==> src/rtl/lbe_pkg.sv <==
`timescale 1ns / 1ps
// ----------------------------------------------------------------------------
// lbe_pkg: shared types and control store for the lcm sequencer
// micro-op and condition codes, the control word layout and the program rom
// ----------------------------------------------------------------------------
package lbe_pkg;

  localparam int OPERAND_WIDTH_DEF = 32;
  localparam int FIELD_WIDTH       = 32;
  localparam int MULTIPLE_WIDTH    = 64;
  localparam int STEP_WIDTH        = 3;

  typedef logic [STEP_WIDTH-1:0] step_t;

  typedef enum logic [2:0] {
    OP_NOP,
    OP_ACCEPT,
    OP_DIV_XY,
    OP_DIV_AX,
    OP_MUL,
    OP_EMIT
  } uop_t;

  typedef enum logic [2:0] {
    CND_ALWAYS,
    CND_IN,
    CND_ZERO,
    CND_Y_ZERO,
    CND_DIV,
    CND_OUT
  } cond_t;

  // hold: stay on this step while the condition is false, else fall through
  typedef struct packed {
    uop_t  op;
    cond_t cond;
    logic  hold;
    step_t target;
  } ucode_t;

  localparam step_t ST_IDLE  = 3'd0;
  localparam step_t ST_ZCHK  = 3'd1;
  localparam step_t ST_LOOP  = 3'd2;
  localparam step_t ST_REM   = 3'd3;
  localparam step_t ST_QUOT  = 3'd4;
  localparam step_t ST_MUL   = 3'd5;
  localparam step_t ST_EMIT  = 3'd6;

  function automatic ucode_t ucode_rom(input step_t pc);
    ucode_t w;
    case (pc)
      ST_IDLE: w = '{op: OP_ACCEPT, cond: CND_IN,     hold: 1'b1, target: ST_ZCHK};
      ST_ZCHK: w = '{op: OP_NOP,    cond: CND_ZERO,   hold: 1'b0, target: ST_EMIT};
      ST_LOOP: w = '{op: OP_NOP,    cond: CND_Y_ZERO, hold: 1'b0, target: ST_QUOT};
      ST_REM:  w = '{op: OP_DIV_XY, cond: CND_DIV,    hold: 1'b1, target: ST_LOOP};
      ST_QUOT: w = '{op: OP_DIV_AX, cond: CND_DIV,    hold: 1'b1, target: ST_MUL};
      ST_MUL:  w = '{op: OP_MUL,    cond: CND_ALWAYS, hold: 1'b1, target: ST_EMIT};
      ST_EMIT: w = '{op: OP_EMIT,   cond: CND_OUT,    hold: 1'b1, target: ST_IDLE};
      default: w = '{op: OP_NOP,    cond: CND_ALWAYS, hold: 1'b1, target: ST_IDLE};
    endcase
    return w;
  endfunction

endpackage

==> src/rtl/lbe_div.sv <==
`timescale 1ns / 1ps
// ----------------------------------------------------------------------------
// lbe_div: bit-serial unsigned divider
// restoring division, one quotient bit per cycle, done pulses for one cycle
// ----------------------------------------------------------------------------
module lbe_div
  import lbe_pkg::*;
#(
  parameter int WIDTH = OPERAND_WIDTH_DEF
) (
  input  logic             clk,
  input  logic             rst_n,
  input  logic             start,
  input  logic [WIDTH-1:0] dividend,
  input  logic [WIDTH-1:0] divisor,
  output logic             done,
  output logic [WIDTH-1:0] quotient,
  output logic [WIDTH-1:0] remainder
);

  localparam int CNT_WIDTH = $clog2(WIDTH + 1);

  logic [WIDTH-1:0]     quo_r;
  logic [WIDTH-1:0]     rem_r;
  logic [WIDTH-1:0]     dvs_r;
  logic [CNT_WIDTH-1:0] cnt_r;
  logic                 busy_r;
  logic                 done_r;

  logic [WIDTH:0] shifted;
  logic [WIDTH:0] diff;
  logic           fits;

  assign shifted = {rem_r, quo_r[WIDTH-1]};
  assign diff    = shifted - {1'b0, dvs_r};
  assign fits    = (shifted >= {1'b0, dvs_r});

  always_ff @(posedge clk) begin
    if (!rst_n) begin
      busy_r <= 1'b0;
      done_r <= 1'b0;
      cnt_r  <= '0;
    end else begin
      done_r <= 1'b0;
      if (start) begin
        busy_r <= 1'b1;
        cnt_r  <= CNT_WIDTH'(WIDTH);
      end else if (busy_r) begin
        cnt_r <= cnt_r - 1'b1;
        if (cnt_r == CNT_WIDTH'(1)) begin
          busy_r <= 1'b0;
          done_r <= 1'b1;
        end
      end
    end
  end

  always_ff @(posedge clk) begin
    if (start) begin
      quo_r <= dividend;
      rem_r <= '0;
      dvs_r <= divisor;
    end else if (busy_r) begin
      quo_r <= {quo_r[WIDTH-2:0], fits};
      rem_r <= fits ? diff[WIDTH-1:0] : shifted[WIDTH-1:0];
    end
  end

  assign done      = done_r;
  assign quotient  = quo_r;
  assign remainder = rem_r;

endmodule

==> src/rtl/lcm_by_euclid.sv <==
// ----------------------------------------------------------------------------
// lcm_by_euclid: least common multiple of two unsigned operands
// a zero operand goes straight to the result; otherwise the sequencer runs
// k euclid remainder steps (each a serial division on the shared divider),
// then divides a by the gcd and multiplies by b; k reaches 46 at W = 32
// one transaction at a time: the next can be accepted in the cycle after the
// result registers; a waiting result does not block it; reset returns to idle
// ----------------------------------------------------------------------------
`timescale 1ns / 1ps
module lcm_by_euclid
  import lbe_pkg::*;
#(
  parameter int OPERAND_WIDTH = OPERAND_WIDTH_DEF
) (
  input  logic                      clk,
  input  logic                      rst_n,
  input  logic                      in_valid,
  output logic                      in_ready,
  input  logic [FIELD_WIDTH-1:0]    in_operand_a,
  input  logic [FIELD_WIDTH-1:0]    in_operand_b,
  output logic                      out_valid,
  input  logic                      out_ready,
  output logic [MULTIPLE_WIDTH-1:0] out_multiple,
  output logic                      out_zero_operand
);

  localparam int W = OPERAND_WIDTH;

  step_t  pc_r;
  step_t  pc_nxt;
  ucode_t uc;
  logic   cond_met;

  logic [W-1:0]   a_r, b_r, x_r, y_r, q_r;
  logic [2*W-1:0] prod_r;
  logic           zero_r;
  logic           div_run_r;

  logic [MULTIPLE_WIDTH-1:0] out_multiple_r;
  logic                      out_zero_r;
  logic                      out_valid_r;

  logic [W-1:0] in_a, in_b;
  logic         div_start, div_done;
  logic [W-1:0] div_dividend, div_divisor, div_quo, div_rem;
  logic         is_div;
  logic         fire;

  assign in_a = in_operand_a[W-1:0];
  assign in_b = in_operand_b[W-1:0];

  assign uc = ucode_rom(pc_r);

  always_comb begin
    case (uc.cond)
      CND_ALWAYS: cond_met = 1'b1;
      CND_IN:     cond_met = in_valid;
      CND_ZERO:   cond_met = zero_r;
      CND_Y_ZERO: cond_met = (y_r == '0);
      CND_DIV:    cond_met = div_done;
      CND_OUT:    cond_met = !out_valid_r || out_ready;
      default:    cond_met = 1'b0;
    endcase
  end

  always_comb begin
    if (cond_met) begin
      pc_nxt = uc.target;
    end else if (uc.hold) begin
      pc_nxt = pc_r;
    end else begin
      pc_nxt = pc_r + 1'b1;
    end
  end

  // a step's op acts in the cycle its condition is met
  assign fire = cond_met;

  assign is_div       = (uc.op == OP_DIV_XY) || (uc.op == OP_DIV_AX);
  assign div_start    = is_div && !div_run_r;
  assign div_dividend = (uc.op == OP_DIV_XY) ? x_r : a_r;
  assign div_divisor  = x_r;

  lbe_div #(
    .WIDTH (W)
  ) u_div (
    .clk       (clk),
    .rst_n     (rst_n),
    .start     (div_start),
    .dividend  (div_dividend),
    .divisor   ((uc.op == OP_DIV_XY) ? y_r : div_divisor),
    .done      (div_done),
    .quotient  (div_quo),
    .remainder (div_rem)
  );

  always_ff @(posedge clk) begin
    if (!rst_n) begin
      pc_r        <= ST_IDLE;
      div_run_r   <= 1'b0;
      out_valid_r <= 1'b0;
    end else begin
      pc_r <= pc_nxt;
      if (div_start) begin
        div_run_r <= 1'b1;
      end else if (div_done) begin
        div_run_r <= 1'b0;
      end
      if (out_valid_r && out_ready) begin
        out_valid_r <= 1'b0;
      end
      if (uc.op == OP_EMIT && fire) begin
        out_valid_r <= 1'b1;
      end
    end
  end

  // datapath, steered by the current control word
  always_ff @(posedge clk) begin
    case (uc.op)
      OP_ACCEPT: begin
        if (fire) begin
          a_r    <= in_a;
          b_r    <= in_b;
          x_r    <= in_a;
          y_r    <= in_b;
          prod_r <= '0;
          zero_r <= (in_a == '0) || (in_b == '0);
        end
      end
      OP_DIV_XY: begin
        if (fire) begin
          x_r <= y_r;
          y_r <= div_rem;
        end
      end
      OP_DIV_AX: begin
        if (fire) begin
          q_r <= div_quo;
        end
      end
      OP_MUL: begin
        prod_r <= (2*W)'(q_r) * (2*W)'(b_r);
      end
      OP_EMIT: begin
        if (fire) begin
          out_multiple_r <= MULTIPLE_WIDTH'(prod_r);
          out_zero_r     <= zero_r;
        end
      end
      default: begin
      end
    endcase
  end

  assign in_ready         = (uc.cond == CND_IN);
  assign out_valid        = out_valid_r;
  assign out_multiple     = out_multiple_r;
  assign out_zero_operand = out_zero_r;

endmodule
==> config.mk <==
export PLATFORM = sky130hd
export DESIGN_NAME = lcm_by_euclid
export DESIGN_NICKNAME = d
export VERILOG_FILES = /design/src/rtl/lbe_pkg.sv /design/src/rtl/lbe_div.sv /design/src/rtl/lcm_by_euclid.sv
export SDC_FILE = /design/constraint.sdc
export NUM_CORES = 2
export LEC_CHECK = 0
export ABC_AREA = 1
export BUFFER_PORTS_ARGS = -buffer_cell sky130_fd_sc_hd__buf_2
export CAP_MARGIN = 15
export CORE_UTILIZATION = 40
export DETAILED_ROUTE_END_ITERATION = 6
export GPL_ROUTABILITY_DRIVEN = 1
export PLACE_DENSITY = 0.62
export SYNTH_ARGS = -nofsm -noshare
export SYNTH_HDL_FRONTEND = slang
export SYNTH_HIERARCHICAL = 1
export SYNTH_SLANG_ARGS = --single-unit
==> constraint.sdc <==
create_clock -name clk -period 6.09 [get_ports clk]
set_input_delay 0 -clock clk [delete_from_list [all_inputs] [get_ports clk]]
set_output_delay 0 -clock clk [all_outputs]
set_load 0.01 [all_outputs]
# [Yosys cells after proc, flatten, opt, wreduce, memory -nomap -nowiden]
# Index checks and enable logic that the tools add are counted.
[word_totals] wordCells=98 ff_bits=399 in_bits=68 output_inout_bits=67
[classes] mul=1 reduce_logical=25 n_bitwise=2 mux=27 n_eq_ne=20 n_lt_le_gt_ge=1 n_addsub=3
[op_table] op="32-bit two-way mux" n=9
[op_table] op="32-bit one-hot mux with 2 select lines" n=2
[op_table] op="64-bit one-hot mux with 2 select lines" n=1
[op_table] op="32-bit zero test" n=3
[op_table] op="10-bit one-hot mux with 7 select lines" n=1
[op_table] op="32-bit by 32-bit multiplier with 64-bit output" n=1
[op_table] op="64-bit two-way mux" n=1
[op_table] op="33-bit by 32-bit greater-or-equal comparator with 1-bit output" n=1
[op_table] op="32-bit subtractor" n=1
[op_table] op="3-bit == test (second input constant)" n=7
[op_table] op="3-bit by 2-bit == test with 1-bit output (second input constant)" n=6
[op_table] op="6-bit two-way mux" n=2
[op_table] op="2-bit nonzero test" n=5
[op_table] op="3-bit by 1-bit == test with 1-bit output (second input constant)" n=3
[op_table] op="1-bit two-way mux" n=8
[op_table] op="2-bit AND reduction" n=4
[op_table] op="6-bit by 1-bit == test with 1-bit output (second input constant)" n=1
[op_table] op="3-bit zero test" n=2
[op_table] op="3-bit two-way mux" n=2
[op_table] op="1-bit one-hot mux with 6 select lines" n=1
[op_table] op="6-bit by 1-bit subtractor with 6-bit output (second input constant)" n=1
[op_table] op="2-bit inequality test (second input constant)" n=2
[op_table] op="3-bit by 1-bit adder with 3-bit output (second input constant)" n=1
[op_table] op="1-bit logical AND" n=3
[op_table] op="other kinds (7)" n=11

# [Depth between registers and ports, before layout]
[logic_depth] depth_word=6 depth_mapped=31 depth_no_buf=30

# [Cells and area by module]
# Netlist, hierarchy kept.
[by_module_without_submodules] module="lcm_by_euclid" instances=1 area_per_inst_um2=47112.7 seq_area_each_um2=8808.4 cells_each=5805
[by_module_without_submodules] module="lbe_div" instances=1 area_per_inst_um2=6732.7 seq_area_each_um2=2722.6 cells_each=972

# [Worst setup path before layout]
# Ideal clock, no wire load.
[synth_timing] kind="flip-flop to flip-flop" start="reg b_r[17]" end="reg prod_r[61] (data pin)" stages_incl_launch_ff=28 synth_period_minus_slack_ns=6.321 setup_slack_ns=-0.231 setup_time_ns=0.255 path_buffers=1 arrival_ns=6.067 required_ns=5.835 path_cell_list="edfxtp_1 -> clkbuf_1 -> nand2_1 -> inv_1 -> fa_1 -> inv_1 -> fa_1 -> inv_1 -> fa_1 -> inv_1 -> fa_1 -> inv_1 -> fa_1 -> fa_1 -> fa_1 -> fa_1 -> ha_1 -> nand2_2 -> nor2_2 -> inv_2 -> nor2_4 -> inv_2 -> nor2_1 -> nand2_1 -> nand2_2 -> nand2_1 -> a21oi_1 -> nor2_1"
[synth_between] elab_chain_len=2
[synth_rtl] element="from (decl)" line_no="lcm_by_euclid.sv:34" source="logic [W-1:0] a_r, b_r, x_r, y_r, q_r;"
[synth_rtl] element="from (signal assigned)" line_no="lcm_by_euclid.sv:124" source="b_r <= in_b;"
[synth_rtl] element="32-bit by 32-bit multiplier with 64-bit output" line_no="lcm_by_euclid.sv:143" source="prod_r <= (2*W)'(q_r) * (2*W)'(b_r);"
[synth_rtl] element="64-bit one-hot mux with 2 select lines" line_no="lcm_by_euclid.sv:120" source="case (uc.op)"
[synth_rtl] element="to (signal assigned)" line_no="lcm_by_euclid.sv:143"
[synth_rtl] element="to (decl)" line_no="lcm_by_euclid.sv:35" source="logic [2*W-1:0] prod_r;"
# No other way between the ends.
# A chain may end at the register's enable or synchronous reset.

# [Worst setup path after layout]
[layout_timing] start="reg q_r[9]" end="reg prod_r[57] (data pin)"
[layout_between] elab_chain_len=2
[layout_rtl] element="from (decl)" line_no="lcm_by_euclid.sv:34"
[layout_rtl] element="from (signal assigned)" line_no="lcm_by_euclid.sv:139" source="q_r <= div_quo;"
[layout_rtl] element="32-bit by 32-bit multiplier with 64-bit output" line_no="lcm_by_euclid.sv:143"
[layout_rtl] element="64-bit one-hot mux with 2 select lines" line_no="lcm_by_euclid.sv:120"
# No other way between the ends.

==> summary.md <==
| Metric | Value |
|---|---|
| Setup TNS | -27.43 ns |
| Ant diodes | 0 |
| Synth Register Bits | 399 |
| Synth top area share | 0.333 |
| Top cells by area, synth | fa_1 (33%), edfxtp_1 (20%), nand2_1 (15%), inv_1 (14%), ha_1 (7.0%) |
| Top_reg_cell synth | edfxtp_1 |
| Worst setup margin | -0.704 ns |
| Final worst path period share | 1.12 |
| Number of buffers created by CTS | 48 |
| Total track usage | 0.238 |
| Initial antenna violation count | 0 |
| First-pass GRT wire length | 253000 um |
| Dpl cell area | 60100 um^2 |
| DR pass1 iterations | 6 |
| # H-tree levels | 2 |
| Residual DRC | 0 |
| Syn nets | 8044 |
| Post-synthesis cell count | 6777 |
| Slowest stage cell, crit path | fa_1 |
| MaxCap Viol Count | 0 |
| Reg clk slew, reported paths | 0.07 ns |
| Normalized max-slew margin | 0.245 |
| RSZ-0062 raised after global routing | yes |
| Worst R2R Path Depth | 28 |
| Type of the worst setup path | register to register |
| Endpoints failing hold | 0 |
| Final instance area | 65300 um^2 |
| Detail Route Antenna Nets | 0 |
| CP Capture Type | register |
| Failing checks | setup timing |
| Worst skew pair latency | 0.64 ns |
| Die width | roughly 370 um |
| Crit path largest cell delay | between 0.5 and 0.6 ns |
| Vias per inst | 4.78 |
| Congestion Overflow GR | 0 |
| Longest Clk Path Bufs | 3 |
| Tmin final | 6.79 ns |
| Dpl hpwl | 128000 um |
| Share of cells above drive strength 1 | 0.169 |
| Drt wl/cell | around 17 um |
| Vert. Die Dim | 369 um |
| Clock skew | 0.0314 ns |
| Vias | approximately 43000 |
| Setup violations, final | between 50 and 60 |
| Status | finished, violations left |
| Mean post-synth cell area | 7.95 um^2 |
| Most common cell on crit path | fa_1 |
| Worst-path maximum fanout | 5 |
| Largest net degree at the start of global routing | 97 |
| Asr flop ratio synth | 0 |
| RePlAce Congestion | between 0.9 and 1 |
| Fmax | 147 MHz |
| Io pins | 135 |
| Initial Utilization | 0.403 |
| Sequential fraction of the synthesis area | 0.214 |
| Final WL | about 160000 um |
| Startpoint Class | register |
| Initial DRC count | 2950 |
| Syn. warnings | 6 |
| Hold depth | 2 |
| Leading area contributor after synthesis | fa_1 |
| Cell area after synthesis | 53800 um^2 |
| Layout area overhead | 21.2% |
| Clk root buf | clkbuf_16 |
| CTS tree | yes |
| Die area | 136000 um^2 |
| Final hold slack | 0.121 ns |
| Vias in the first global route | 45589 |
| Number of enable-type register cells in the synthesized netlist | 354 |
| Port buffer count | 134 |
| Synth cell types | 44 |
| Max-slew violation count | 0 |
| CTS Sinks | around 400 |
| Worst Tran Pin Value | 1.13 ns |
| Core Region | 133000 um^2 |
| Final #Nets | 8513 |
| Worst min-delay path class | input pin to register |
| Worst path arrival time | 7.17 ns |
| Req. time, crit path | 6.46 ns |
| Num rows | between 100 and 150 |
[logic make-up (layout without fill, tap and decap cells)]
family,count (synthesis),after routing,synth area share
DFF,399,399,0.214
adders and majority gates,1199,1199,0.404
buffers and inverters,2223,2732,0.156
AOI/OAI and AO/OA,268,268,0.0262
and+or+nand+nor,2665,2665,0.196
xor gates and xnor gates,23,23,0.00374
[state kept, by name, indices dropped and copies added (netlist names), 3 cells and up]
signal           count
y_r                 32
pc_r                 3
out_multiple        64
u_div/quotient      32
div_divisor         32
u_div/remainder     32
prod_r              64
b_r                 32
q_r                 32
u_div/dvs_r         32
u_div/cnt_r          6
a_r                 32
[routing by layer]
layer	routed length, um	vias to the layer above	GRT usage
met3	8550	293	0.0262
met2	79000	1326	0.419
met4	5760	0	0.0791
met5	0	-	0
met1	64800	21334	0.303
li1	-	20363	-
[path summary, 6_finish.rpt]
check                          to  slack (ns)             start
hold / removal            a_r[13]        0.12  in_operand_a[13]
setup reg to reg       prod_r[57]       -0.70            q_r[9]
hold reg to reg   out_multiple[0]        0.42         prod_r[0]
setup / recovery       prod_r[57]       -0.70            q_r[9]
[Yosys cell counts (2+ instances only)]
library cell  number
a21oi_1          121
a21oi_2            2
a31oi_1            2
and2_1             5
buf_2             31
buf_4              4
buf_6              3
clkbuf_1         206
dfxtp_1           45
edfxtp_1         354
fa_1             897
ha_1             302
inv_1           1957
inv_2             20
nand2_1         2199
nand2_2           13
nand3_1          125
nand3_2            8
nand3b_1          23
nand4_1           13
nor2_1           218
nor2_2            12
nor2_4             5
nor3_1            17
nor4_1            20
o21a_1             5
o21ai_0           61
o21ai_1           62
o21bai_1          11
xnor2_1           17
xor2_1             6
[final cells by class]
type,count,area (um^2)
multi-input cells,4155,36100
inverters,1978,7430
repair buffers,664,6390
flip-flops and latches,399,11500
fillers,12809,68200
clock buffers,58,1280
clock inverters,32,352
well taps,1768,2210
[worst max-delay path: cells and delay by family, from the launching register on]
kind                       cells  cell delay [ns]
buffers and inverters          9             0.86
and+or+nand+nor                8             0.62
adders and majority gates      9             4.29
DFF                            1             0.42
AOI/OAI and AO/OA              2             0.32
[stage by stage]
step / worst slack, ns / cells / utilization
5_1_grt: -0.882 / 9054 / 0.489
3_5_place_dp: -0.796 / 8822 / 0.450
2_1_floorplan: -0.0838 / 6777 / -
4_1_cts: -0.632 / 9035 / 0.482
6_report: -0.704 / 9054 / 0.489
3_3_place_gp: -0.788 / 8822 / 0.450
[cells in the final DEF, fill, tap and decap left out, types with 58 or more instances in the layout]
master	count
buf_12	91
nand2_1	2013
buf_6	70
inv_2	96
dlygate4sd3_1	67
o21ai_1	61
fa_1	852
buf_2	135
nor2_1	157
a21oi_1	73
buf_4	288
ha_1	257
nand2_2	149
edfxtp_1	354
o21ai_0	58
nand3_1	113
inv_1	1879
[timing repair]
| item | in CTS | in global routing |
|---|---|---|
| gates resized for setup | 426 | 202 |
| hold endpoints to repair | 142 | 0 |
| gates cloned | 5 | 2 |
| setup buffers | 59 | 17 |
| pin swaps | 203 | 131 |
| hold buffers | 67 | 0 |
| setup endpoints to repair | 54 | 54 |
Power is not shown: default switching activity piles up to over one toggle a cycle in this logic, so the estimate is an artifact.
